`config.mk`:
```
export PLATFORM = sky130hd
export DESIGN_NAME = ultrasonic_echo_ranger
export DESIGN_NICKNAME = d
export VERILOG_FILES = /design/src/hw/rtl/uer_pkg.sv /design/src/hw/rtl/uer_div.sv /design/src/hw/rtl/ultrasonic_echo_ranger.sv
export SDC_FILE = /design/constraint.sdc
export NUM_CORES = 1
export LEC_CHECK = 0
export BUFFER_PORTS_ARGS = -buffer_cell sky130_fd_sc_hd__buf_4
export CORE_MARGIN = 5
export CORE_UTILIZATION = 60
export DETAILED_ROUTE_END_ITERATION = 6
export GPL_TIMING_DRIVEN = 0
export HOLD_SLACK_MARGIN = 0.15
export PLACE_DENSITY = 0.78
export RECOVER_POWER = 25
export SLEW_MARGIN = 0
export SYNTH_ARGS = -nofsm -noshare
export SYNTH_HDL_FRONTEND = slang
export SYNTH_HIERARCHICAL = 1
export SYNTH_SLANG_ARGS = --single-unit
```
`constraint.sdc`:
```
create_clock -name clk -period 8.35 [get_ports clk]
set_input_delay 1.67 -clock clk [delete_from_list [all_inputs] [get_ports clk]]
set_output_delay 1.67 -clock clk [all_outputs]
set_load 0.02 [all_outputs]
```
`src/hw/rtl/uer_pkg.sv`:
```
// ----------------------------------------------------------------------------
// uer_pkg: shared types and constants of the ultrasonic echo ranger
// Field widths, register indexes, reset values and state encodings.
// ----------------------------------------------------------------------------
package uer_pkg;

  localparam int TRIG_W     = 8;
  localparam int CNT_W      = 4;
  localparam int GAP_W      = 17;
  localparam int TPC_W      = 8;
  localparam int DIST_W     = 20;
  localparam int CFG_IDX_W  = 2;
  localparam int CFG_DATA_W = 17;
  localparam int DEN_W      = CNT_W + TPC_W;

  localparam logic [DIST_W-1:0] DIST_MAX = '1;

  localparam logic [CFG_IDX_W-1:0] CFG_TRIGGER_TICKS = 2'd0;
  localparam logic [CFG_IDX_W-1:0] CFG_SAMPLE_COUNT  = 2'd1;
  localparam logic [CFG_IDX_W-1:0] CFG_GAP_TICKS     = 2'd2;
  localparam logic [CFG_IDX_W-1:0] CFG_TICKS_PER_CM  = 2'd3;

  localparam logic [TRIG_W-1:0] TRIGGER_TICKS_RST = 8'd20;
  localparam logic [CNT_W-1:0]  SAMPLE_COUNT_RST  = 4'd5;
  localparam logic [GAP_W-1:0]  GAP_TICKS_RST     = 17'd50000;
  localparam logic [TPC_W-1:0]  TICKS_PER_CM_RST  = 8'd58;

  typedef enum logic [4:0] {
    PH_IDLE = 5'b00001,
    PH_TRIG = 5'b00010,
    PH_WAIT = 5'b00100,
    PH_MEAS = 5'b01000,
    PH_GAP  = 5'b10000
  } phase_t;

  typedef enum logic [1:0] {
    CTL_RUN = 2'b01,
    CTL_DIV = 2'b10
  } ctl_t;

endpackage

```
`src/hw/rtl/uer_div.sv`:
```
// ----------------------------------------------------------------------------
// uer_div: serial restoring divider
// One quotient bit per cycle from a single shared compare and subtract unit.
// ----------------------------------------------------------------------------
module uer_div #(
  parameter int NUM_W = 24,
  parameter int DEN_W = 12
) (
  input  logic             clk,
  input  logic             rst_n,
  input  logic             start,
  input  logic [NUM_W-1:0] num,
  input  logic [DEN_W-1:0] den,
  output logic             done,
  output logic [NUM_W-1:0] quot
);

  localparam int STEP_W = $clog2(NUM_W + 1);

  logic              busy_r, busy_nxt;
  logic              done_r, done_nxt;
  logic [STEP_W-1:0] step_r, step_nxt;
  logic [DEN_W-1:0]  rem_r, rem_nxt;
  logic [NUM_W-1:0]  quo_r, quo_nxt;
  logic [DEN_W-1:0]  den_r, den_nxt;
  logic [DEN_W:0]    trial;
  logic              fits;

  always_comb begin
    trial    = {rem_r, quo_r[NUM_W-1]};
    fits     = (trial >= {1'b0, den_r});
    busy_nxt = busy_r;
    done_nxt = 1'b0;
    step_nxt = step_r;
    rem_nxt  = rem_r;
    quo_nxt  = quo_r;
    den_nxt  = den_r;
    if (start) begin
      busy_nxt = 1'b1;
      step_nxt = STEP_W'(NUM_W);
      rem_nxt  = '0;
      quo_nxt  = num;
      den_nxt  = den;
    end else if (busy_r) begin
      rem_nxt  = fits ? DEN_W'(trial - {1'b0, den_r}) : trial[DEN_W-1:0];
      quo_nxt  = {quo_r[NUM_W-2:0], fits};
      step_nxt = step_r - 1'b1;
      if (step_r == STEP_W'(1)) begin
        busy_nxt = 1'b0;
        done_nxt = 1'b1;
      end
    end
  end

  always_ff @(posedge clk) begin
    if (!rst_n) begin
      busy_r <= 1'b0;
      done_r <= 1'b0;
      step_r <= '0;
    end else begin
      busy_r <= busy_nxt;
      done_r <= done_nxt;
      step_r <= step_nxt;
    end
    rem_r <= rem_nxt;
    quo_r <= quo_nxt;
    den_r <= den_nxt;
  end

  assign done = done_r;
  assign quot = quo_r;

endmodule

```
`src/hw/rtl/ultrasonic_echo_ranger.sv`:
```
// ----------------------------------------------------------------------------
// ultrasonic_echo_ranger: ranging controller for a pulse-echo sensor
// Drives the trigger, times the echo and reports the averaged distance.
// ----------------------------------------------------------------------------
// Each input word is one microsecond tick carrying a start request and the
// sampled echo level. Each accepted word yields exactly one output word with
// the trigger level for that tick, the busy flag, a result flag and the most
// recent averaged distance in sixteenths of a centimeter.
// An ordinary tick's output word is held in an output register, so a new word
// is taken in the cycle the last one leaves.
// The tick that ends the last echo of a round starts a serial divider that
// produces one quotient bit per cycle; that word is registered when the
// divider finishes, and no input is taken until that word leaves.
// Configuration words are taken at any time on the cfg channel, which is
// always ready; they should be written while the block is idle.
// Reset returns the registers to their defaults, the round to idle and the
// reported distance to zero. A stalled receiver holds the output word and
// blocks further input until that word is taken.
// ----------------------------------------------------------------------------
module ultrasonic_echo_ranger #(
  parameter int MAX_SAMPLES     = 8,
  parameter int ECHO_WIDTH_BITS = 16,
  parameter int FRACTION_BITS   = 4
) (
  input  logic                              clk,
  input  logic                              rst_n,
  input  logic                              in_valid,
  output logic                              in_ready,
  input  logic                              in_start_req,
  input  logic                              in_echo_level,
  output logic                              out_valid,
  input  logic                              out_ready,
  output logic                              out_trigger_level,
  output logic                              out_busy_res,
  output logic                              out_result_valid,
  output logic [uer_pkg::DIST_W-1:0]        out_distance_sixteenths,
  input  logic                              cfg_valid,
  output logic                              cfg_ready,
  input  logic [uer_pkg::CFG_IDX_W-1:0]     cfg_index,
  input  logic [uer_pkg::CFG_DATA_W-1:0]    cfg_data
);

  localparam int EW    = ECHO_WIDTH_BITS;
  localparam int SUM_W = EW + $clog2(MAX_SAMPLES);
  localparam int NUM_W = SUM_W + FRACTION_BITS;
  localparam int QX_W  = (NUM_W > uer_pkg::DIST_W) ? NUM_W : uer_pkg::DIST_W;
  localparam int EFF_W = uer_pkg::CNT_W + 1;

  logic [uer_pkg::TRIG_W-1:0] trig_ticks_r;
  logic [uer_pkg::CNT_W-1:0]  sample_count_r;
  logic [uer_pkg::GAP_W-1:0]  gap_ticks_r;
  logic [uer_pkg::TPC_W-1:0]  tpc_r;

  uer_pkg::phase_t             phase_r, phase_nxt;
  uer_pkg::ctl_t               ctl_r;
  logic [uer_pkg::GAP_W-1:0]   tick_r, tick_nxt;
  logic [EW-1:0]               echo_w_r, echo_w_nxt;
  logic [SUM_W-1:0]            sum_r, sum_nxt;
  logic [uer_pkg::CNT_W-1:0]   taken_r, taken_nxt;
  logic [uer_pkg::DIST_W-1:0]  last_dist_r;

  logic                        out_valid_r;
  logic                        out_trig_r;
  logic                        out_busy_r;
  logic                        out_res_r;
  logic [uer_pkg::DIST_W-1:0]  out_dist_r;

  logic                        accept;
  logic                        trig;
  logic                        fin;
  logic [uer_pkg::TRIG_W-1:0]  limit;
  logic [uer_pkg::TPC_W-1:0]   tpc_eff;
  logic [EFF_W-1:0]            eff;
  logic [uer_pkg::DEN_W-1:0]   den;
  logic [NUM_W-1:0]            num;
  logic                        div_done;
  logic [NUM_W-1:0]            quot;
  logic [QX_W-1:0]             q_ext;
  logic [uer_pkg::DIST_W-1:0]  avg_dist;

  assign limit   = (trig_ticks_r == '0) ? uer_pkg::TRIG_W'(1) : trig_ticks_r;
  assign tpc_eff = (tpc_r == '0) ? uer_pkg::TPC_W'(1) : tpc_r;

  always_comb begin
    if (sample_count_r == '0) begin
      eff = EFF_W'(1);
    end else if (EFF_W'(sample_count_r) > EFF_W'(MAX_SAMPLES)) begin
      eff = EFF_W'(MAX_SAMPLES);
    end else begin
      eff = EFF_W'(sample_count_r);
    end
  end

  assign den = uer_pkg::DEN_W'(eff) * uer_pkg::DEN_W'(tpc_eff);

  always_comb begin
    phase_nxt  = phase_r;
    tick_nxt   = tick_r;
    echo_w_nxt = echo_w_r;
    sum_nxt    = sum_r;
    taken_nxt  = taken_r;
    trig       = 1'b0;
    fin        = 1'b0;
    case (phase_r)
      uer_pkg::PH_IDLE: begin
        if (in_start_req) begin
          sum_nxt   = '0;
          taken_nxt = '0;
          tick_nxt  = uer_pkg::GAP_W'(1);
          trig      = 1'b1;
          phase_nxt = (limit == uer_pkg::TRIG_W'(1)) ? uer_pkg::PH_WAIT : uer_pkg::PH_TRIG;
        end
      end
      uer_pkg::PH_TRIG: begin
        trig     = 1'b1;
        tick_nxt = tick_r + 1'b1;
        if (tick_nxt >= uer_pkg::GAP_W'(limit)) begin
          phase_nxt = uer_pkg::PH_WAIT;
        end
      end
      uer_pkg::PH_WAIT: begin
        if (in_echo_level) begin
          echo_w_nxt = EW'(1);
          phase_nxt  = uer_pkg::PH_MEAS;
        end
      end
      uer_pkg::PH_MEAS: begin
        if (in_echo_level) begin
          if (echo_w_r != '1) begin
            echo_w_nxt = echo_w_r + 1'b1;
          end
        end else begin
          sum_nxt   = sum_r + SUM_W'(echo_w_r);
          taken_nxt = taken_r + 1'b1;
          tick_nxt  = '0;
          if ((EFF_W'(taken_r) + 1'b1) >= eff) begin
            fin       = 1'b1;
            phase_nxt = uer_pkg::PH_IDLE;
          end else begin
            phase_nxt = uer_pkg::PH_GAP;
          end
        end
      end
      uer_pkg::PH_GAP: begin
        if (tick_r >= gap_ticks_r) begin
          tick_nxt  = uer_pkg::GAP_W'(1);
          trig      = 1'b1;
          phase_nxt = (limit == uer_pkg::TRIG_W'(1)) ? uer_pkg::PH_WAIT : uer_pkg::PH_TRIG;
        end else begin
          tick_nxt = tick_r + 1'b1;
        end
      end
      default: begin
        phase_nxt = uer_pkg::PH_IDLE;
      end
    endcase
  end

  assign num = NUM_W'(sum_nxt) << FRACTION_BITS;

  uer_div #(
    .NUM_W(NUM_W),
    .DEN_W(uer_pkg::DEN_W)
  ) u_div (
    .clk  (clk),
    .rst_n(rst_n),
    .start(accept && fin),
    .num  (num),
    .den  (den),
    .done (div_done),
    .quot (quot)
  );

  assign q_ext    = QX_W'(quot);
  assign avg_dist = (q_ext > QX_W'(uer_pkg::DIST_MAX)) ? uer_pkg::DIST_MAX
                                                        : q_ext[uer_pkg::DIST_W-1:0];

  assign in_ready = (ctl_r == uer_pkg::CTL_RUN) && (!out_valid_r || out_ready);
  assign accept   = in_valid && in_ready;

  always_ff @(posedge clk) begin
    if (!rst_n) begin
      trig_ticks_r   <= uer_pkg::TRIGGER_TICKS_RST;
      sample_count_r <= uer_pkg::SAMPLE_COUNT_RST;
      gap_ticks_r    <= uer_pkg::GAP_TICKS_RST;
      tpc_r          <= uer_pkg::TICKS_PER_CM_RST;
    end else if (cfg_valid) begin
      case (cfg_index)
        uer_pkg::CFG_TRIGGER_TICKS: trig_ticks_r   <= cfg_data[uer_pkg::TRIG_W-1:0];
        uer_pkg::CFG_SAMPLE_COUNT:  sample_count_r <= cfg_data[uer_pkg::CNT_W-1:0];
        uer_pkg::CFG_GAP_TICKS:     gap_ticks_r    <= cfg_data[uer_pkg::GAP_W-1:0];
        uer_pkg::CFG_TICKS_PER_CM:  tpc_r          <= cfg_data[uer_pkg::TPC_W-1:0];
        default: begin
        end
      endcase
    end
  end

  always_ff @(posedge clk) begin
    if (!rst_n) begin
      phase_r     <= uer_pkg::PH_IDLE;
      ctl_r       <= uer_pkg::CTL_RUN;
      tick_r      <= '0;
      echo_w_r    <= '0;
      sum_r       <= '0;
      taken_r     <= '0;
      last_dist_r <= '0;
      out_valid_r <= 1'b0;
    end else begin
      if (accept) begin
        phase_r  <= phase_nxt;
        tick_r   <= tick_nxt;
        echo_w_r <= echo_w_nxt;
        sum_r    <= sum_nxt;
        taken_r  <= taken_nxt;
        if (fin) begin
          ctl_r       <= uer_pkg::CTL_DIV;
          out_valid_r <= 1'b0;
        end else begin
          out_valid_r <= 1'b1;
        end
      end else if (div_done) begin
        ctl_r       <= uer_pkg::CTL_RUN;
        last_dist_r <= avg_dist;
        out_valid_r <= 1'b1;
      end else if (out_ready) begin
        out_valid_r <= 1'b0;
      end
    end
  end

  always_ff @(posedge clk) begin
    if (accept && !fin) begin
      out_trig_r <= trig;
      out_busy_r <= (phase_nxt != uer_pkg::PH_IDLE);
      out_res_r  <= 1'b0;
      out_dist_r <= last_dist_r;
    end else if (div_done) begin
      out_trig_r <= 1'b0;
      out_busy_r <= 1'b0;
      out_res_r  <= 1'b1;
      out_dist_r <= avg_dist;
    end
  end

  assign cfg_ready               = 1'b1;
  assign out_valid               = out_valid_r;
  assign out_trigger_level       = out_trig_r;
  assign out_busy_res            = out_busy_r;
  assign out_result_valid        = out_res_r;
  assign out_distance_sixteenths = out_dist_r;

  a_no_input_while_dividing: assert property (@(posedge clk) disable iff (!rst_n)
    (ctl_r == uer_pkg::CTL_DIV) |-> !in_ready)
    else $error("input taken while the divider runs");

  a_result_after_divide: assert property (@(posedge clk) disable iff (!rst_n)
    div_done |=> (out_valid && out_result_valid && (phase_r == uer_pkg::PH_IDLE)))
    else $error("divider finish did not present a result");

  a_result_not_busy: assert property (@(posedge clk) disable iff (!rst_n)
    (out_valid && out_result_valid) |-> !out_busy_res)
    else $error("result word reports busy");

  a_trigger_busy: assert property (@(posedge clk) disable iff (!rst_n)
    (out_valid && out_trigger_level) |-> out_busy_res)
    else $error("trigger driven outside a round");

  a_no_output_while_dividing: assert property (@(posedge clk) disable iff (!rst_n)
    (ctl_r == uer_pkg::CTL_DIV) |-> !out_valid)
    else $error("output word pending while dividing");

endmodule
```
---- Yosys cells after proc, flatten, opt, wreduce, memory -nomap -nowiden ----
Cells that the tools add are included.
storage, ports and cells
  bits in registers ....................... 198
  input port bits ......................... 26
  output and inout port bits .............. 26
operators by class
  add/subtract/negate cells ............... 7
  $mul .................................... 1
  order comparisons ....................... 6
  equality and inequality tests ........... 19
  mux-type cells .......................... 54
  bitwise logic cells ..................... 3
  reduce and logical (&&, ||, !) cells .... 29
operator list
  operator               number
  $pmux 17 s4            1
  $mux 20                3
  $mux 17                3
  $mux 16                3
  $mux 23                2
  $mux 5                 9
  $mux 19                2
  $pmux 19 s2            1
  $pmux 16 s2            1
  $pmux 5 s5             1
  $gt 23x20->1 const B   1
  $add 19x16->19         1
  $add 17x1->17 const B  1
  $ge 17x17->1           1
  $ge 17x8->1            1
  $add 16x1->16 const B  1
  $logic_not 8->1        2
  $mux 1                 16
  $mux 8                 2
  $ne 16x16->1 const B   1
  $ge 13x12->1           1
  $mul 5x8->12           1
  $mux 12                1
  $mux 4                 3
  35 further kinds       60

---- Longest topological paths before layout ----
  word-level depth ........................ 10
  depth in mapped cells ................... 16
  gate-level depth less buffers ........... 16

---- Hierarchy ----
The synthesis kept the hierarchy.
modules (own cells, without submodules)
  module                  times used  cells each  area each (um2)  sequential area each (um2)
  ultrasonic_echo_ranger  1           1099        9032.4           3103.0
  uer_div                 1           243         2803.9           1431.4

---- Least setup slack after synthesis ----
Ideal clock, no wire load.
  kind .................................... input to register
  start ................................... in out_ready
  end ..................................... reg u_div.quo_r[0] (netlist: u_div/quot[0]) (enable)
  library setup time ...................... 378 ps
  arrival ................................. 4039 ps
  setup slack ............................. 3933 ps
  cell stages on the path ................. 8
  cells stage by stage .................... nand2b_1 and4b_1 clkbuf_1 nand2_1 nor2_1 buf_1 nor2_1 inv_1
on the way
  word-level cells in the longest chain between the ends .. 4
ends and longest elaborated chain
  item                    line                           RTL
  start: declaration      ultrasonic_echo_ranger.sv:32   input logic out_ready,
  $logic_or 1x1->1        ultrasonic_echo_ranger.sv:178  assign in_ready = (ctl_r == uer_pkg::CTL_RUN) && (!out_valid_r || out_ready);
  $logic_and 1x1->1       ultrasonic_echo_ranger.sv:178
  $logic_and 1x1->1       ultrasonic_echo_ranger.sv:179  assign accept = in_valid && in_ready;
  $logic_and 1x1->1       ultrasonic_echo_ranger.sv:167  .start(accept && fin),
  end signal: assignment  uer_div.sv:66                  quo_r <= quo_nxt;
  end: declaration        uer_div.sv:24                  logic [NUM_W-1:0] quo_r, quo_nxt;
Every way passes these cells.
A chain may end at the register's enable or synchronous reset.

---- Worst setup path after layout ----
  start ................................... in out_ready
  end ..................................... reg u_div.quo_r[6] (netlist: u_div/quot[6]) (enable)
on the way
  word-level cells in the longest chain between the ends .. 5
ends and longest elaborated chain
  item                         line
  $logic_or 1x1->1             ultrasonic_echo_ranger.sv:178
  $logic_and 1x1->1            ultrasonic_echo_ranger.sv:178
  $logic_and 1x1->1            ultrasonic_echo_ranger.sv:179
  $logic_and 1x1->1            ultrasonic_echo_ranger.sv:167
  $reduce_bool 2->1 (no line)  -
Every way passes these cells.

==> run metrics <==
P_sw roughly 0.56 mW; Total Power 2.08 mW; Rel. slew slack 0.162; post-synthesis mux area share 0.0373; main combinational cell family by area after synthesis simple AND/OR/NAND/NOR gates; Post-Route WL approximately 28000 um; Post-Synth Adder-Cell Area 0.114; Worst Hold Class reg2reg; Max VDD drop 0.151 mV; io pins 52; clk sinks just under 200; simple-gate share of the synthesized area 0.204; synthesized area between 10000 and 15000 um^2; largest net degree at the start of global routing 24; CTS tree done; chip height 150 um; sequential element share of the synthesized area 0.383; Pint 1.52 mW; CP Class in2reg; first-pass GRT wire length about 46000 um; Final min period between 4 and 5 ns; DIE WIDTH 150 um; drt pass-1 iters 5; Pins Over Slew Limit 0; Final Hold Vio Count 0; Starting Density 0.608; vias 10100; Synth Warn # 6; Reg2Reg Setup Slack 3.89 ns; Antenna Nets Post-Route 0; cell count after synthesis roughly 1300; CTS resizes 0; DR top layer met4; global placer's final weighted congestion 0.900; Max Fclk between 200 and 250 MHz; Synth cell types 86; IO Port Bufs 50; Max H-tree Level 4; multi-input logic area 6720 um^2; nets 1539; leakage 5.29 nW; CP Capture Type register; CTS Buf Count 17; complex-gate fraction of the synthesized area 0.171; Cells after DPL around 1700; placed wire-length estimate 21200 um; Final Skew 0.0140 ns; Setup crit start kind input pin; clock power share 0.413; DR DRC count 0; max cap viols 0; Synth-to-Final Area Change 10.5%; Seq pwr share 0.489; Root Driver clkbuf_16; met3 routed WL 1730 um; slew at the pin with the worst max-slew slack 1.24 ns; crit-path cells clkbuf_4, nand2b_1, and4b_1, clkbuf_1, nand2_1, nor2_2, buf_1, nor2_1, inv_1; drt wl/cell ~17 um; All-Layer GR Usage 0.254; final cycle utilization of the critical path 0.579; Crit-path slowest cell inv_1; post-CTS setup buffer count 0; Final setup viols 0; Logic pwr share 0.099; final core occ 0.672; slowest stage delay, CP 0.72 ns; Layout Cells excl Fill 1692; # rows around 50; Longest Clk Path Bufs 2; Die ar. about 23000 um^2; Storage cell area 4530 um^2; ant diodes 0; DR iter-0 viols 665; vias in the first global route 9449; Switching Share 0.270; filler cell count 1640; Worst-path clk slew about 0.080 ns; initial antenna violation count 0; Placed Area 12600 um^2; worst-path fanout max 23; dominant synthesized flop cell dfxtp_1; CP arrival a little under 5 ns; routed length on met1 12800 um; drt via density approximately 6.0; number of synthesized flops with an enable pin 57; Overflow after GRT 0; layout cell share with drive strength beyond 1 0.0876; outcome finished clean; Design Area, Final 13100 um^2; P per Cell Area 159 nW/um^2; xor and xnor area share after synthesis 0.0407; RSZ-0062 raised after global routing no; metal2 WL 13600 um; final setup TNS 0 ns; CORE AREA 19500 um^2; Post-synth ARST share 0; synthesized flop and latch total 198; Syn Area/Cell 8.82 um^2; clock latency on the worst-skew pair 0.44 ns; CTS Hold Bufs 0; CP required 8.42 ns
## cell families (layout without fill, tap and decap cells)
logic type                 Yosys count  count (layout)
AOI/OAI and AO/OA                  298             298
xor gates and xnor gates            55              55
adders and majority gates           99              99
buffers and inverters              148             230
DFF                                198             198
muxes                               41              41
other                                2               5
and+or+nand+nor                    501             501
## worst max-delay path: cells and delay by family
kind	cells	cell delay (ns)
buffers and inverters	4	1.65
AND/OR/NAND/NOR	5	1.57
## final timing paths
check	start	cells past startpoint	to
hold reg to reg	gap_ticks_r[12]$_SDFFE_PN0P_	2	gap_ticks_r[12]$_SDFFE_PN0P_
setup reg to reg	phase_r[4]$_SDFFE_PN0P_	9	u_div/quot[6]$_DFFE_PP_
setup / recovery	out_ready	9	u_div/quot[6]$_DFFE_PP_
hold / removal	gap_ticks_r[12]$_SDFFE_PN0P_	2	gap_ticks_r[12]$_SDFFE_PN0P_
## metrics by stage
step	hold slack (ns)	worst slack [ns]
after floorplan	0.436	3.93
after global placement	0.444	2.68
after detailed placement	0.448	2.64
after CTS	0.459	3.13
after global routing	0.478	3.31
final	0.458	3.51
## layout by cell type, fill, tap and decap left out, types with 34 or more instances in the layout
master	instances
a211oi_1	34
a21oi_1	84
clkbuf_1	68
dfxtp_1	141
edfxtp_1	57
ha_1	85
inv_1	89
nand2_1	129
nor2_1	178
o21ai_0	35
## registers in the layout, summed over array words and instances (netlist names)
signal,cells
out_trigger_level,1
sum_r,19
u_div/quot,23
sample_count_r,4
phase_r,5
ctl_r,2
u_div/rem_r,12
out_result_valid,1
tpc_r,8
u_div/done,1
gap_ticks_r,17
out_busy_res,1
trig_ticks_r,8
out_valid,1
tick_r,17
u_div/step_r,5
u_div/busy_r,1
taken_r,4
out_distance_sixteenths,20
echo_w_r,16
u_div/den_r,12
last_dist_r,20
## cell usage after synthesis (6+ instances only)
cell | number | share of area
fa_1 | 14 | 0.024
mux2i_1 | 16 | 0.014
o21ai_1 | 6 | 0.0025
nand4_1 | 18 | 0.0095
nor4_1 | 8 | 0.0042
a31oi_1 | 25 | 0.013
inv_1 | 89 | 0.028
dfxtp_1 | 141 | 0.24
edfxtp_1 | 57 | 0.14
xnor2_1 | 33 | 0.024
a211oi_1 | 34 | 0.022
nor2b_1 | 8 | 0.0042
nand3b_1 | 11 | 0.0070
a21o_1 | 13 | 0.0082
o21ai_0 | 34 | 0.014
nor3_1 | 30 | 0.013
nand2b_1 | 11 | 0.0058
and3_1 | 10 | 0.0053
nor2_1 | 179 | 0.057
or3_1 | 6 | 0.0032
nand3_1 | 33 | 0.014
mux2_2 | 23 | 0.022
o211ai_1 | 16 | 0.010
a21oi_1 | 84 | 0.036
ha_1 | 85 | 0.090
buf_2 | 10 | 0.0042
xor2_1 | 22 | 0.016
clkbuf_1 | 39 | 0.012
nand2_1 | 129 | 0.041
o21a_1 | 9 | 0.0057
and2_1 | 28 | 0.015
a22o_1 | 12 | 0.0089
## routing by layer
| layer | vias up | track usage |
|---|---|---|
| li1 | 4911 | - |
| met2 | 314 | 0.426 |
| met3 | 36 | 0.0421 |
| met5 | - | 0 |
| met4 | 0 | 0.0659 |
| met1 | 4883 | 0.342 |
## area by class of cell
cell class,instances,area share
multi-input cells,999,0.514
repair buffers,50,0.0209
inverters,90,0.0258
plain buffers,58,0.0193
clock buffers,17,0.0325
well taps,265,0.0253
clock inverters,15,0.0156
flip-flops and latches,198,0.347
## power groups by stage
stage	Combinational (mW)	Clock, mW	Sequential (mW)
2_1_floorplan	0.134	0	1.05
3_3_place_gp	0.204	0	1.04
3_5_place_dp	0.209	0	1.04
4_1_cts	0.211	0.871	1.02
5_1_grt	0.230	0.922	1.02
6_report	0.206	0.859	1.02
Power figures use the tool's default switching activity.
